$ cat config.mk
export PLATFORM = sky130hd
export DESIGN_NAME = grid_frontier_path_planner
export DESIGN_NICKNAME = d
export VERILOG_FILES = /design/src/rtl/gfp_pkg.sv /design/src/rtl/grid_frontier_path_planner.sv
export SDC_FILE = /design/constraint.sdc
export NUM_CORES = 2
export LEC_CHECK = 0
export BUFFER_PORTS_ARGS = -buffer_cell sky130_fd_sc_hd__buf_4
export CORE_ASPECT_RATIO = 0.5
export CORE_MARGIN = 2
export CORE_UTILIZATION = 63
export DETAILED_ROUTE_END_ITERATION = 16
export PLACE_DENSITY = 0.89
export REMOVE_ABC_BUFFERS = 1
export SETUP_SLACK_MARGIN = 0.5
export SKIP_LAST_GASP = 1
export SYNTH_ARGS = -nofsm -noshare
export SYNTH_HDL_FRONTEND = slang
export SYNTH_SLANG_ARGS = --single-unit
$ cat constraint.sdc
create_clock -name clk -period 6.75 [get_ports clk]
set_input_delay 0.675 -clock clk [delete_from_list [all_inputs] [get_ports clk]]
set_output_delay 0.675 -clock clk [all_outputs]
set_load 0.1 [all_outputs]
$ cat src/rtl/gfp_pkg.sv
// Shared types and constants for the grid frontier path planner.
`default_nettype none
package gfp_pkg;
    localparam int GRID_W_DEF = 8;
    localparam int GRID_H_DEF = 8;
    localparam int CELLS      = 64;
    localparam int IDX_W      = 6;

    typedef enum logic [1:0] {
        K_UNKNOWN = 2'd0,
        K_FREE    = 2'd1,
        K_WALL    = 2'd2
    } know_t;

    typedef enum logic [1:0] {
        REQ_RESET = 2'd0,
        REQ_SENSE = 2'd1,
        REQ_WALL  = 2'd2,
        REQ_PLAN  = 2'd3
    } req_t;

    localparam logic [2:0] ST_DONE     = 3'd0;
    localparam logic [2:0] ST_PATH     = 3'd1;
    localparam logic [2:0] ST_AT_FRONT = 3'd2;
    localparam logic [2:0] ST_NO_FRONT = 3'd3;
    localparam logic [2:0] ST_RANGE    = 3'd4;

    localparam logic CFG_WIDTH  = 1'b0;
    localparam logic CFG_HEIGHT = 1'b1;
endpackage
`default_nettype wire

$ cat src/rtl/grid_frontier_path_planner.sv
// Grid frontier path planner: map upkeep and breadth-first frontier search.
// Requests: out-of-range check, mark wall, sense (cell plus in-range neighbours), map reset (sweep, then mark free).
// A plan: start test, then a sweep to clear visited marks, frontier test and neighbour reads
// per searched cell (one map read port, each read with a wait state), then a parent trace per path cell.
// Path results come one at a time with a strobe; busy drops as the last one shows; no stall.
// After reset or a register write a map sweep runs with busy high; width/height reset to 8.
`default_nettype none
module grid_frontier_path_planner
#(
    parameter int GRID_W = gfp_pkg::GRID_W_DEF,
    parameter int GRID_H = gfp_pkg::GRID_H_DEF
)
(
    input  wire logic       clk,
    input  wire logic       rst_n,
    input  wire logic       start,
    output logic            busy,
    input  wire logic [1:0] req_type,
    input  wire logic [2:0] pos_x,
    input  wire logic [2:0] pos_y,
    input  wire logic       wall_north,
    input  wire logic       wall_east,
    input  wire logic       wall_south,
    input  wire logic       wall_west,
    input  wire logic       cfg_we,
    input  wire logic       cfg_index,
    input  wire logic [3:0] cfg_data,
    output logic            result_valid,
    output logic [2:0]      status,
    output logic [2:0]      cell_x,
    output logic [2:0]      cell_y,
    output logic            last
);
    import gfp_pkg::*;

    typedef enum logic [4:0] {
        S_CLEAR, S_IDLE, S_MAP, S_SENSE_RD, S_SENSE_WR,
        S_FR_RD, S_FR_WT, S_FR_CHK, S_INIT, S_POP, S_POP_WT,
        S_FR2_RD, S_FR2_WT, S_FR2_CHK, S_NB_RD, S_NB_WT, S_NB_CHK,
        S_BT_RD, S_BT_WT, S_EMIT, S_OUT
    } state_t;

    // Memories: knowledge map, visited/parent, queue, stack
    logic [1:0]       kmap [CELLS];
    logic [IDX_W:0]   vp   [CELLS];   // {visited, parent}
    logic [IDX_W-1:0] queue [CELLS];
    logic [IDX_W-1:0] stk  [CELLS];

    state_t state_reg;
    logic [3:0] w_reg, h_reg;
    logic [IDX_W:0] cnt_reg;          // clear sweep / epoch-free visited clear
    logic [1:0] req_reg;
    logic [2:0] x_reg, y_reg;
    logic [3:0] walls_reg;
    logic [1:0] dir_reg;
    logic [2:0] cx_reg, cy_reg;
    logic [IDX_W-1:0] start_reg, cur_reg, target_reg;
    logic [IDX_W:0] head_reg, tail_reg, depth_reg;
    logic [5:0] emitted_reg;

    logic [1:0] krd_reg;
    logic [IDX_W:0] vrd_reg;
    logic [IDX_W-1:0] qrd_reg, srd_reg;

    logic       k_we, v_we, q_we, s_we;
    logic [IDX_W-1:0] k_addr, v_addr, q_addr, s_addr;
    logic [1:0] k_wd;
    logic [IDX_W:0] v_wd;
    logic [IDX_W-1:0] q_wd, s_wd;
    logic [IDX_W-1:0] qr_addr, sr_addr, vr_addr;

    // Clamped dimensions
    logic [3:0] ew, eh;
    always_comb
    begin
        ew = (w_reg == 4'd0) ? 4'd1 : (w_reg > 4'(GRID_W)) ? 4'(GRID_W) : w_reg;
        eh = (h_reg == 4'd0) ? 4'd1 : (h_reg > 4'(GRID_H)) ? 4'(GRID_H) : h_reg;
    end

    // Neighbor of (cx, cy) in direction dir
    logic [3:0] nx, ny;
    logic       n_ok;
    always_comb
    begin
        nx = {1'b0, cx_reg};
        ny = {1'b0, cy_reg};
        case (dir_reg)
            2'd0: ny = {1'b0, cy_reg} - 4'd1;
            2'd1: nx = {1'b0, cx_reg} + 4'd1;
            2'd2: ny = {1'b0, cy_reg} + 4'd1;
            default: nx = {1'b0, cx_reg} - 4'd1;
        endcase
        n_ok = (nx < ew) && (ny < eh);
    end
    logic [IDX_W-1:0] n_idx, c_idx;
    assign n_idx = {ny[2:0], nx[2:0]};
    assign c_idx = {cy_reg, cx_reg};

    // Memory ports
    always_ff @(posedge clk)
    begin
        if (k_we) kmap[k_addr] <= k_wd;
        krd_reg <= kmap[k_addr];
        if (v_we) vp[v_addr] <= v_wd;
        vrd_reg <= vp[vr_addr];
        if (q_we) queue[q_addr] <= q_wd;
        qrd_reg <= queue[qr_addr];
        if (s_we) stk[s_addr] <= s_wd;
        srd_reg <= stk[sr_addr];
    end

    // Memory control
    always_comb
    begin
        k_we = 1'b0; k_wd = K_UNKNOWN; k_addr = n_idx;
        v_we = 1'b0; v_wd = '0; v_addr = n_idx; vr_addr = n_idx;
        q_we = 1'b0; q_wd = n_idx; q_addr = tail_reg[IDX_W-1:0]; qr_addr = head_reg[IDX_W-1:0];
        s_we = 1'b0; s_wd = cur_reg; s_addr = depth_reg[IDX_W-1:0];
        sr_addr = depth_reg[IDX_W-1:0] - 1'b1;
        case (state_reg)
            S_CLEAR:
            begin
                k_we = 1'b1; k_addr = cnt_reg[IDX_W-1:0];
            end
            S_MAP:
            begin
                k_addr = {y_reg, x_reg};
                k_we = 1'b1;
                k_wd = (req_reg == REQ_WALL) ? K_WALL : K_FREE;
            end
            S_SENSE_WR:
            begin
                k_we = n_ok;
                k_wd = walls_reg[dir_reg] ? K_WALL : K_FREE;
            end
            // hold the address through the wait cycle so the read data stays put
            S_FR_RD, S_FR2_RD, S_FR_WT, S_FR2_WT:
            begin
                k_addr = (dir_reg == 2'd0 && !cnt_reg[IDX_W]) ? c_idx : n_idx;
            end
            S_INIT:
            begin
                v_we = 1'b1; v_addr = cnt_reg[IDX_W-1:0];
                if (cnt_reg[IDX_W-1:0] == start_reg)
                    v_wd = {1'b1, start_reg};
                q_we = 1'b1; q_addr = '0; q_wd = start_reg;
            end
            S_NB_CHK:
            begin
                if (n_ok && krd_reg == K_FREE && !vrd_reg[IDX_W])
                begin
                    v_we = 1'b1; v_wd = {1'b1, c_idx};
                    q_we = !tail_reg[IDX_W];
                end
            end
            S_BT_RD:
            begin
                vr_addr = cur_reg;
                s_we = 1'b1;
            end
            default: ;
        endcase
    end

    // Control
    always_ff @(posedge clk or negedge rst_n)
    begin
        if (!rst_n)
        begin
            state_reg <= S_CLEAR;
            cnt_reg <= '0;
            w_reg <= 4'd8;
            h_reg <= 4'd8;
            result_valid <= 1'b0;
            dir_reg <= '0;
            head_reg <= '0;
            tail_reg <= '0;
            depth_reg <= '0;
            emitted_reg <= '0;
            req_reg <= REQ_RESET;
            x_reg <= '0;
            y_reg <= '0;
            cx_reg <= '0;
            cy_reg <= '0;
            walls_reg <= '0;
            start_reg <= '0;
            cur_reg <= '0;
            target_reg <= '0;
            status <= ST_DONE;
            cell_x <= '0;
            cell_y <= '0;
            last <= 1'b0;
        end
        else
        begin
            result_valid <= (state_reg == S_OUT) && !cfg_we;
            if (cfg_we)
            begin
                if (cfg_index == CFG_WIDTH) w_reg <= cfg_data;
                else h_reg <= cfg_data;
                state_reg <= S_CLEAR;
                cnt_reg <= '0;
            end
            else
            case (state_reg)
                S_CLEAR:
                begin
                    cnt_reg <= cnt_reg + 1'b1;
                    if (cnt_reg[IDX_W-1:0] == IDX_W'(CELLS - 1))
                    begin
                        if (req_reg == REQ_RESET && cnt_reg[IDX_W]) state_reg <= S_MAP;
                        else state_reg <= S_IDLE;
                    end
                end
                S_IDLE:
                begin
                    if (start)
                    begin
                        req_reg <= req_type;
                        x_reg <= pos_x; y_reg <= pos_y;
                        cx_reg <= pos_x; cy_reg <= pos_y;
                        start_reg <= {pos_y, pos_x};
                        walls_reg <= {wall_west, wall_south, wall_east, wall_north};
                        dir_reg <= '0;
                        if (!({1'b0, pos_x} < ew && {1'b0, pos_y} < eh))
                        begin
                            status <= ST_RANGE; cell_x <= pos_x; cell_y <= pos_y;
                            last <= 1'b1; state_reg <= S_OUT;
                        end
                        else
                        case (req_type)
                            REQ_RESET:
                            begin
                                cnt_reg <= {1'b1, {IDX_W{1'b0}}};
                                state_reg <= S_CLEAR;
                            end
                            REQ_PLAN:
                            begin
                                cnt_reg <= '0; state_reg <= S_FR_RD;
                            end
                            default: state_reg <= S_MAP;
                        endcase
                    end
                end
                S_MAP:
                begin
                    if (req_reg == REQ_SENSE) state_reg <= S_SENSE_WR;
                    else
                    begin
                        status <= ST_DONE; cell_x <= x_reg; cell_y <= y_reg;
                        last <= 1'b1; state_reg <= S_OUT;
                    end
                end
                S_SENSE_WR:
                begin
                    dir_reg <= dir_reg + 1'b1;
                    if (dir_reg == 2'd3)
                    begin
                        status <= ST_DONE; cell_x <= x_reg; cell_y <= y_reg;
                        last <= 1'b1; state_reg <= S_OUT;
                    end
                end
                // Frontier test: cnt_reg[IDX_W]=0 reads center, then 4 neighbors
                S_FR_RD, S_FR2_RD:
                    state_reg <= (state_reg == S_FR_RD) ? S_FR_WT : S_FR2_WT;
                S_FR_WT, S_FR2_WT:
                    state_reg <= (state_reg == S_FR_WT) ? S_FR_CHK : S_FR2_CHK;
                S_FR_CHK, S_FR2_CHK:
                begin
                    logic hit, fail;
                    hit = 1'b0; fail = 1'b0;
                    if (!cnt_reg[IDX_W])
                    begin
                        if (krd_reg != K_FREE) fail = 1'b1;
                    end
                    else
                    begin
                        if (n_ok && krd_reg == K_UNKNOWN) hit = 1'b1;
                        else if (dir_reg == 2'd3) fail = 1'b1;
                    end
                    if (hit)
                    begin
                        if (state_reg == S_FR_CHK)
                        begin
                            status <= ST_AT_FRONT; cell_x <= x_reg; cell_y <= y_reg;
                            last <= 1'b1; state_reg <= S_OUT;
                        end
                        else
                        begin
                            target_reg <= c_idx; cur_reg <= c_idx;
                            depth_reg <= '0; state_reg <= S_BT_RD;
                        end
                    end
                    else if (fail)
                    begin
                        dir_reg <= '0;
                        if (state_reg == S_FR_CHK)
                        begin
                            cnt_reg <= '0; state_reg <= S_INIT;
                        end
                        else state_reg <= S_NB_RD;
                    end
                    else
                    begin
                        if (!cnt_reg[IDX_W]) cnt_reg <= {1'b1, {IDX_W{1'b0}}};
                        else dir_reg <= dir_reg + 1'b1;
                        state_reg <= (state_reg == S_FR_CHK) ? S_FR_RD : S_FR2_RD;
                    end
                end
                S_INIT:
                begin
                    cnt_reg <= cnt_reg + 1'b1;
                    if (cnt_reg[IDX_W-1:0] == IDX_W'(CELLS - 1))
                    begin
                        head_reg <= '0; tail_reg <= 7'd1; state_reg <= S_POP;
                    end
                end
                S_POP:
                begin
                    if (head_reg == tail_reg)
                    begin
                        status <= ST_NO_FRONT; cell_x <= x_reg; cell_y <= y_reg;
                        last <= 1'b1; state_reg <= S_OUT;
                    end
                    else state_reg <= S_POP_WT;
                end
                S_POP_WT:
                begin
                    cx_reg <= qrd_reg[2:0]; cy_reg <= qrd_reg[5:3];
                    head_reg <= head_reg + 1'b1;
                    cnt_reg <= '0; dir_reg <= '0;
                    state_reg <= S_FR2_RD;
                end
                S_NB_RD: state_reg <= S_NB_WT;
                S_NB_WT: state_reg <= S_NB_CHK;
                S_NB_CHK:
                begin
                    if (n_ok && krd_reg == K_FREE && !vrd_reg[IDX_W] && !tail_reg[IDX_W])
                        tail_reg <= tail_reg + 1'b1;
                    dir_reg <= dir_reg + 1'b1;
                    state_reg <= (dir_reg == 2'd3) ? S_POP : S_NB_RD;
                end
                // Walk parents back to the start, pushing each cell but the start
                S_BT_RD:
                begin
                    if (cur_reg == start_reg)
                    begin
                        emitted_reg <= '0; state_reg <= S_BT_WT;
                    end
                    else
                    begin
                        depth_reg <= depth_reg + 1'b1;
                        state_reg <= S_EMIT;
                    end
                end
                S_EMIT:
                begin
                    cur_reg <= vrd_reg[IDX_W-1:0];
                    state_reg <= S_BT_RD;
                end
                // Pop stack one result at a time, through S_BT_WT and S_OUT
                S_BT_WT:
                begin
                    if (depth_reg == '0 || emitted_reg == 6'd63)
                    begin
                        status <= ST_DONE;
                        cell_x <= target_reg[2:0]; cell_y <= target_reg[5:3];
                        last <= 1'b1; state_reg <= S_OUT;
                    end
                    else
                    begin
                        depth_reg <= depth_reg - 1'b1;
                        emitted_reg <= emitted_reg + 1'b1;
                        state_reg <= S_OUT;
                        last <= 1'b0;
                        status <= ST_PATH;
                        cell_x <= srd_reg[2:0]; cell_y <= srd_reg[5:3];
                    end
                end
                S_OUT:
                begin
                    state_reg <= last ? S_IDLE : S_BT_WT;
                end
                default: state_reg <= S_IDLE;
            endcase
        end
    end

    assign busy = (state_reg != S_IDLE);
endmodule
`default_nettype wire
# ---- Yosys cells after proc, flatten, opt, wreduce, memory -nomap -nowiden
# Memory sizes are Yosys's and may differ from the RTL's. A register that Yosys moved wholly into a read port is not among the register bits.
# Cells that the tools add are included.
dict set report classes {
  add_sub_neg 12
  magnitude_cmp 7
  eq_ne 57
  n_mux 135
  bitwise_logic 3
  n_reduce_logical 54
}
# operator n
set op_table {}
lappend op_table {{$mux 7} 15}
lappend op_table {{$pmux 5 s17} 1}
lappend op_table {{$mux 3} 28}
lappend op_table {{$mux 6} 10}
lappend op_table {{$pmux 7 s2} 4}
lappend op_table {{$mux 5} 11}
lappend op_table {{$pmux 3 s6} 3}
lappend op_table {{$eq 5x4->1 const B} 8}
lappend op_table {{$mux 1} 32}
lappend op_table {{$add 7x1->7 const B} 4}
lappend op_table {{$mux 4} 7}
lappend op_table {{$ne 2x2->1 const B} 14}
lappend op_table {{$pmux 7 s4} 1}
lappend op_table {{$eq 5x5->1 const B} 5}
lappend op_table {{$pmux 6 s2} 2}
lappend op_table {{$ne 3x3->1 const B} 7}
lappend op_table {{$pmux 7 s3} 1}
lappend op_table {{$eq 5x3->1 const B} 4}
lappend op_table {{$reduce_and 4->1} 5}
lappend op_table {{$pmux 3 s2} 3}
lappend op_table {{$pmux 6 s3} 1}
lappend op_table {{$pmux 4 s2} 2}
lappend op_table {{$mux 2} 7}
lappend op_table {{$reduce_or 2->1} 7}
lappend op_table {{other kinds (45)} 86}
dict set report word_totals {
  regBits 96
  mem_bits_rw 1344
  in_bits 21
  out_inout_bits 12
  elab_cells 296
  memories 4
}
# memory depth width read_ports rd_clocked_by_memory_dff wr line_no
set memory_table {}
lappend memory_table {vp 64 7 1 1 1 grid_frontier_path_planner.sv:45} ;# logic [IDX_W:0] vp [CELLS];
lappend memory_table {queue 64 6 1 1 1 grid_frontier_path_planner.sv:46} ;# logic [IDX_W-1:0] queue [CELLS];
lappend memory_table {stk 64 6 1 1 1 grid_frontier_path_planner.sv:47} ;# logic [IDX_W-1:0] stk [CELLS];
lappend memory_table {kmap 64 2 1 1 1 grid_frontier_path_planner.sv:44} ;# logic [1:0] kmap [CELLS];

# ---- Longest topological paths before layout
dict set report depth {
  word_depth 14
  depth_mapped 18
  ltp_nobuf 17
}

# ---- Worst setup path after synthesis
# Ideal clock, no wire load.
dict set report synth_timing {
  path_type {flip-flop to flip-flop}
  startpoint {reg state_reg[1]}
  endpoint {mem queue[0][1] (data pin)}
  setup_time_ns 0.702
  arrival_ns 4.048
  required_time_ns 6.048
  setup_slack_ns 2.000
  stages_incl_launch_ff 8
  path_buffers 4
  synth_period_minus_slack_ns 4.750
  cell_sequence {dfrtp_1 > buf_6 > clkbuf_1 > nor2_1 > and3_1 > clkbuf_1 > clkbuf_1 > o21ai_0}
}
dict set report synth_between {
  elab_chain_cells 2
}
# element line_no
set synth_lines {}
lappend synth_lines {{start: declaration} grid_frontier_path_planner.sv:49} ;# state_t state_reg;
lappend synth_lines {{start signal: assignment} grid_frontier_path_planner.sv:265} ;# state_reg <= (state_reg == S_FR_RD) ? S_FR_WT : S_FR2_WT;
lappend synth_lines {{start signal: assignment} grid_frontier_path_planner.sv:267} ;# state_reg <= (state_reg == S_FR_WT) ? S_FR_CHK : S_FR2_CHK;
lappend synth_lines {{start signal: assignment} grid_frontier_path_planner.sv:307} ;# state_reg <= (state_reg == S_FR_CHK) ? S_FR_RD : S_FR2_RD;
lappend synth_lines {{$eq 5x4->1} grid_frontier_path_planner.sv:120} ;# case (state_reg)
lappend synth_lines {{$mux 6} grid_frontier_path_planner.sv:120}
lappend synth_lines {{via q_wd[1]} grid_frontier_path_planner.sv:69} ;# logic [IDX_W-1:0] q_wd, s_wd;
lappend synth_lines {{end: declaration} grid_frontier_path_planner.sv:46}
# The timed path passes the listed nets, and every way through them passes these cells.

# ---- Worst setup path after layout
dict set report layout_timing {
  startpoint {reg cx_reg[0]}
  endpoint {mem vp[58][0] in the netlist's numbering (enable)}
}
dict set report layout_between {
  elab_chain_cells 10
  word_cells_on_any_way 12
  classes_between {2 x add/sub; 1 x order compare; 6 x mux; 3 x reduce/logical}
}
# element line_no
set layout_lines {}
lappend layout_lines {{start: declaration} grid_frontier_path_planner.sv:56} ;# logic [2:0] cx_reg, cy_reg;
lappend layout_lines {{start signal: assignment} grid_frontier_path_planner.sv:221} ;# cx_reg <= pos_x; cy_reg <= pos_y;
lappend layout_lines {{start signal: assignment} grid_frontier_path_planner.sv:329} ;# cx_reg <= qrd_reg[2:0]; cy_reg <= qrd_reg[5:3];
lappend layout_lines {{$sub 3x1->4 or $add 3x1->4 (tied branches)} {grid_frontier_path_planner.sv:91, grid_frontier_path_planner.sv:89}}
lappend layout_lines {{$pmux 4 s2 *} grid_frontier_path_planner.sv:87} ;# case (dir_reg)
lappend layout_lines {{$lt 4x4->1} grid_frontier_path_planner.sv:93} ;# n_ok = (nx < ew) && (ny < eh);
lappend layout_lines {{$logic_and 1x1->1} grid_frontier_path_planner.sv:93}
lappend layout_lines {{$logic_and 1x1->1 (2 in a row)} grid_frontier_path_planner.sv:150} ;# if (n_ok && krd_reg == K_FREE && !vrd_reg[IDX_W])
lappend layout_lines {{$mux 1} grid_frontier_path_planner.sv:150}
lappend layout_lines {{$pmux 1 s2} grid_frontier_path_planner.sv:120}
lappend layout_lines {{$mux 1} grid_frontier_path_planner.sv:104} ;# if (v_we) vp[v_addr] <= v_wd;
lappend layout_lines {{$mux 1 (implied by the code)} grid_frontier_path_planner.sv:104}
lappend layout_lines {{end: declaration} grid_frontier_path_planner.sv:45}
# Mark *: on every way between the ends. The rest lies on a longest branch, timed or not.

==> impl_results.md <==
* Mapped Cells at 3,217
* Initial antenna violation count at 7
* Global-route wire length before repair at 225,000 um
* Post-synthesis sequential area ratio at 0.721
* Worst slack, placed at 1.31 ns
* Pwr Total at 20,500 uW
* Biggest regs: vp (448), queue (384), stk (384)
* Max VDD drop at 0.401 mV
* Crit path buffers/inverters at 2
* 1st-pass router iterations at 6
* Startpoint Class: flop
* Mean Syn Cell Area at 18.6 um^2
* Tmin final at 5.64 ns
* Worst setup margin at 1.11 ns
* Clk Latency, worst-skew pair at 0.75 ns
* Vias at 33,300
* Skew final at 0.0361 ns
* Post-placement cell area at 61,400 um^2
* Die Wd at 439 um
* Setup Crit Path Kind: reg -> reg
* TritonCTS Buffers at 114
* Worst Setup SP: cx_reg[0]
* Worst Setup EP: vp[58][0]
* Multi-input logic area at 16,000 um^2
* Achievable Freq at 0.177 GHz
* Design area at 65,100 um^2
* Total wire length at 152,000 um
* Port bufs at 32
* Global placement routability congestion at 0.962
* Reg-to-reg slack, setup at 1.11 ns
* Area Overhead vs Synth at 9.04%
* Drc violations at 0
* Total GRT Usage at 0.316
* R2r endpoint: vp[58][0]
* Crit. End Element: flop
* Antenna viol nets, final at 0
* Initial DRC Count at 5,504
* MaxCap Viol Count at 0
* EDFF count, synth at 1,344
* Cell family with most CP delay: simple AND/OR/NAND/NOR gates
* Worst path depth at 13
* Worst r2r src: cx_reg[0]
* Worst EP arrival at 6.01 ns
* Synth Warn # at 0
* CTS H-tree depth at 3
* Via/cell ratio at 7.26
* Hold path cells at 2
* Setup violations, final at 0
* Max reg flops at 448
* Die ar. at 97,400 um^2
* Layout cells sized above 1 at 0.218
* Post-CTS Repair Setup Buffers at 0
* Status: complete, no violations
* IO Pins at 33
* Post-synth ARST share at 0.0619
* R2R cell count at 13
* DP HPWL at 86,600 um
* Filler cell count at 5,145
* Slew at the pin with the worst max-slew slack at 1.33 ns
* Leakage Power at 0.0207 uW
* Hold Vio Cnt, Final at 0
* Clk root buf: clkbuf_16
* Req. time, crit path at 7.12 ns
* Max Buffers Root-to-Sink at 3
* Avg WL per Cell at 33.0 um
* Final worst-path cycle share at 0.836
* Placed Instances at 4,380
* Mapped Area at 59,700 um^2
* Sink Count at 1,455
* FP Rows at 79
* CTS tree: yes
* Fin cells at 4,592
* Initial Util at 0.639
* Yosys reg bits at 1,455
* Crit Path Max Fanout at 10
* Slew headroom at 0.0899
* Slowest CP cell: nor2_1
* Hold/Removal Path Class: in -> reg
* Pwr Density at 316 nW/um^2
* Reg clk slew, reported paths at 0.07 ns
* Crit-path max cell delay at 0.82 ns
* RSZ-0062 raised after global routing: false
* Die height at 222 um
* Top_reg_cell synth: edfxtp_1
* Register Area at 43,100 um^2
* Largest net degree at the start of global routing at 113
* Aggregate global routing overflow at 0
* Core area at 93,400 um^2
* Vias in the first global route at 33,000
* Max-slew violations at 0
* Top reg by flops: vp
* Netlist cell types at 102
* Critical path, cell by cell: inv_1, fa_1, or3b_1, o21ai_2, inv_2, ha_1, a21oi_1, o21ai_0, a221o_1, nor3_4, a22o_1, nand3_1, nor2_1
* Fin nets at 3,297
==> power by group <==
part / leakage [uW] / internal, uW / switching [uW]
logic: 0.00554 / 950 / 2190
clock network: 0.00184 / 3620 / 3260
registers: 0.0133 / 10400 / 169
total: 0.0207 / 14900 / 5620
==> stage by stage <==
| stage | setup TNS (ns) | hold slack [ns] | util |
|---|---|---|---|
| final | 0 | 0.163 | 0.697 |
| after global routing | 0 | 0.151 | 0.697 |
| after floorplan | -50.11 | 0.379 | - |
| after CTS | 0 | 0.134 | 0.697 |
| after global placement | 0 | 0.491 | 0.657 |
| after detailed placement | 0 | 0.500 | 0.657 |
==> kinds of logic (layout without fill, tap and decap cells) <==
| kind of cell | Yosys count | in the layout | synth area share |
|---|---|---|---|
| multiplexers | 534 | 534 | 0.167 |
| flip-flops | 1455 | 1455 | 0.721 |
| AO/OA/AOI/OAI | 289 | 289 | 0.0352 |
| AND/OR/NAND/NOR | 647 | 647 | 0.0481 |
| other | 0 | 1 | 0 |
| adder cells (fa/ha/maj) | 34 | 34 | 0.00750 |
| XOR/XNOR | 48 | 48 | 0.00704 |
| buffers and inverters | 210 | 329 | 0.0148 |
==> routing by layer <==
layer,GRT usage,vias up,wire length (um)
met5,0,-,16
met4,0.109,2,6430
met3,0.0691,504,18100
met2,0.506,2923,73900
met1,0.436,16900,53300
li1,-,13000,-
==> final cells by class <==
| class | count | share of cell area |
|---|---|---|
| diodes | 1 | 0.0000384 |
| flip-flops and latches | 1455 | 0.661 |
| inverters | 37 | 0.00213 |
| repair buffers | 82 | 0.0103 |
| clock buffers | 143 | 0.0469 |
| multi-input cells | 1552 | 0.245 |
| well taps | 1255 | 0.0241 |
| clock inverters | 67 | 0.0103 |
==> cells in the mapped netlist, drive strengths merged, types with 5 or more instances <==
cell	number	area, um^2
a221oi	27	236
inv	37	139
or2	7	43.8
o21ai	50	258
nand3b	5	37.5
nor2	362	1370
a31oi	10	62.6
or4	5	37.5
a22o	12	105
a222oi	10	100
dfxtp	21	420
nor4	7	73.8
nor3b	5	58.8
buf	64	337
xnor2	30	263
o31ai	8	60.1
mux2i	128	1280
a211oi	13	120
ha	31	388
mux4	365	8220
or3	9	56.3
nor2b	7	43.8
and2	5	33.8
o21a	10	75.1
nand4	15	93.8
nand2b	6	37.5
clkbuf	109	409
dfrtp	88	2200
nand3	50	255
a21o	12	90.1
nand2	129	484
a22oi	9	67.6
a211o	5	53.8
xor2	18	158
mux2	41	462
a21oi	67	347
nor3	17	101
and3	7	43.8
edfxtp	1344	40400
==> placed cells by master, fill, tap and decap left out, types with 44 or more instances in the layout <==
master	instances
edfxtp_1	1344
mux4_2	365
nor2_1	360
nand2_1	128
mux2i_1	126
clkbuf_16	117
dfrtp_1	78
buf_4	77
a21oi_1	63
nand3_1	49
o21ai_0	44
==> worst min path at each step <==
stage / from / end / slack (ns)
global route: wall_north / walls_reg[0] / 0.15
finish: wall_north / walls_reg[0] / 0.16
floorplan: rst_n / cell_x[0] / 0.38
CTS: wall_north / walls_reg[0] / 0.13
detailed placement: target_reg[2] / target_reg[2] / 0.50
global placement: target_reg[2] / target_reg[2] / 0.49
==> repair_timing <==
| action | 4_1_cts | 5_1_grt |
|---|---|---|
| hold buffers | 1 | 0 |
| gates resized for setup | 0 | 0 |
| endpoints found under the hold margin | 15 | 0 |
| endpoints found under the setup margin | 0 | 0 |
No activity file was read; power rests on OpenSTA's default activity.
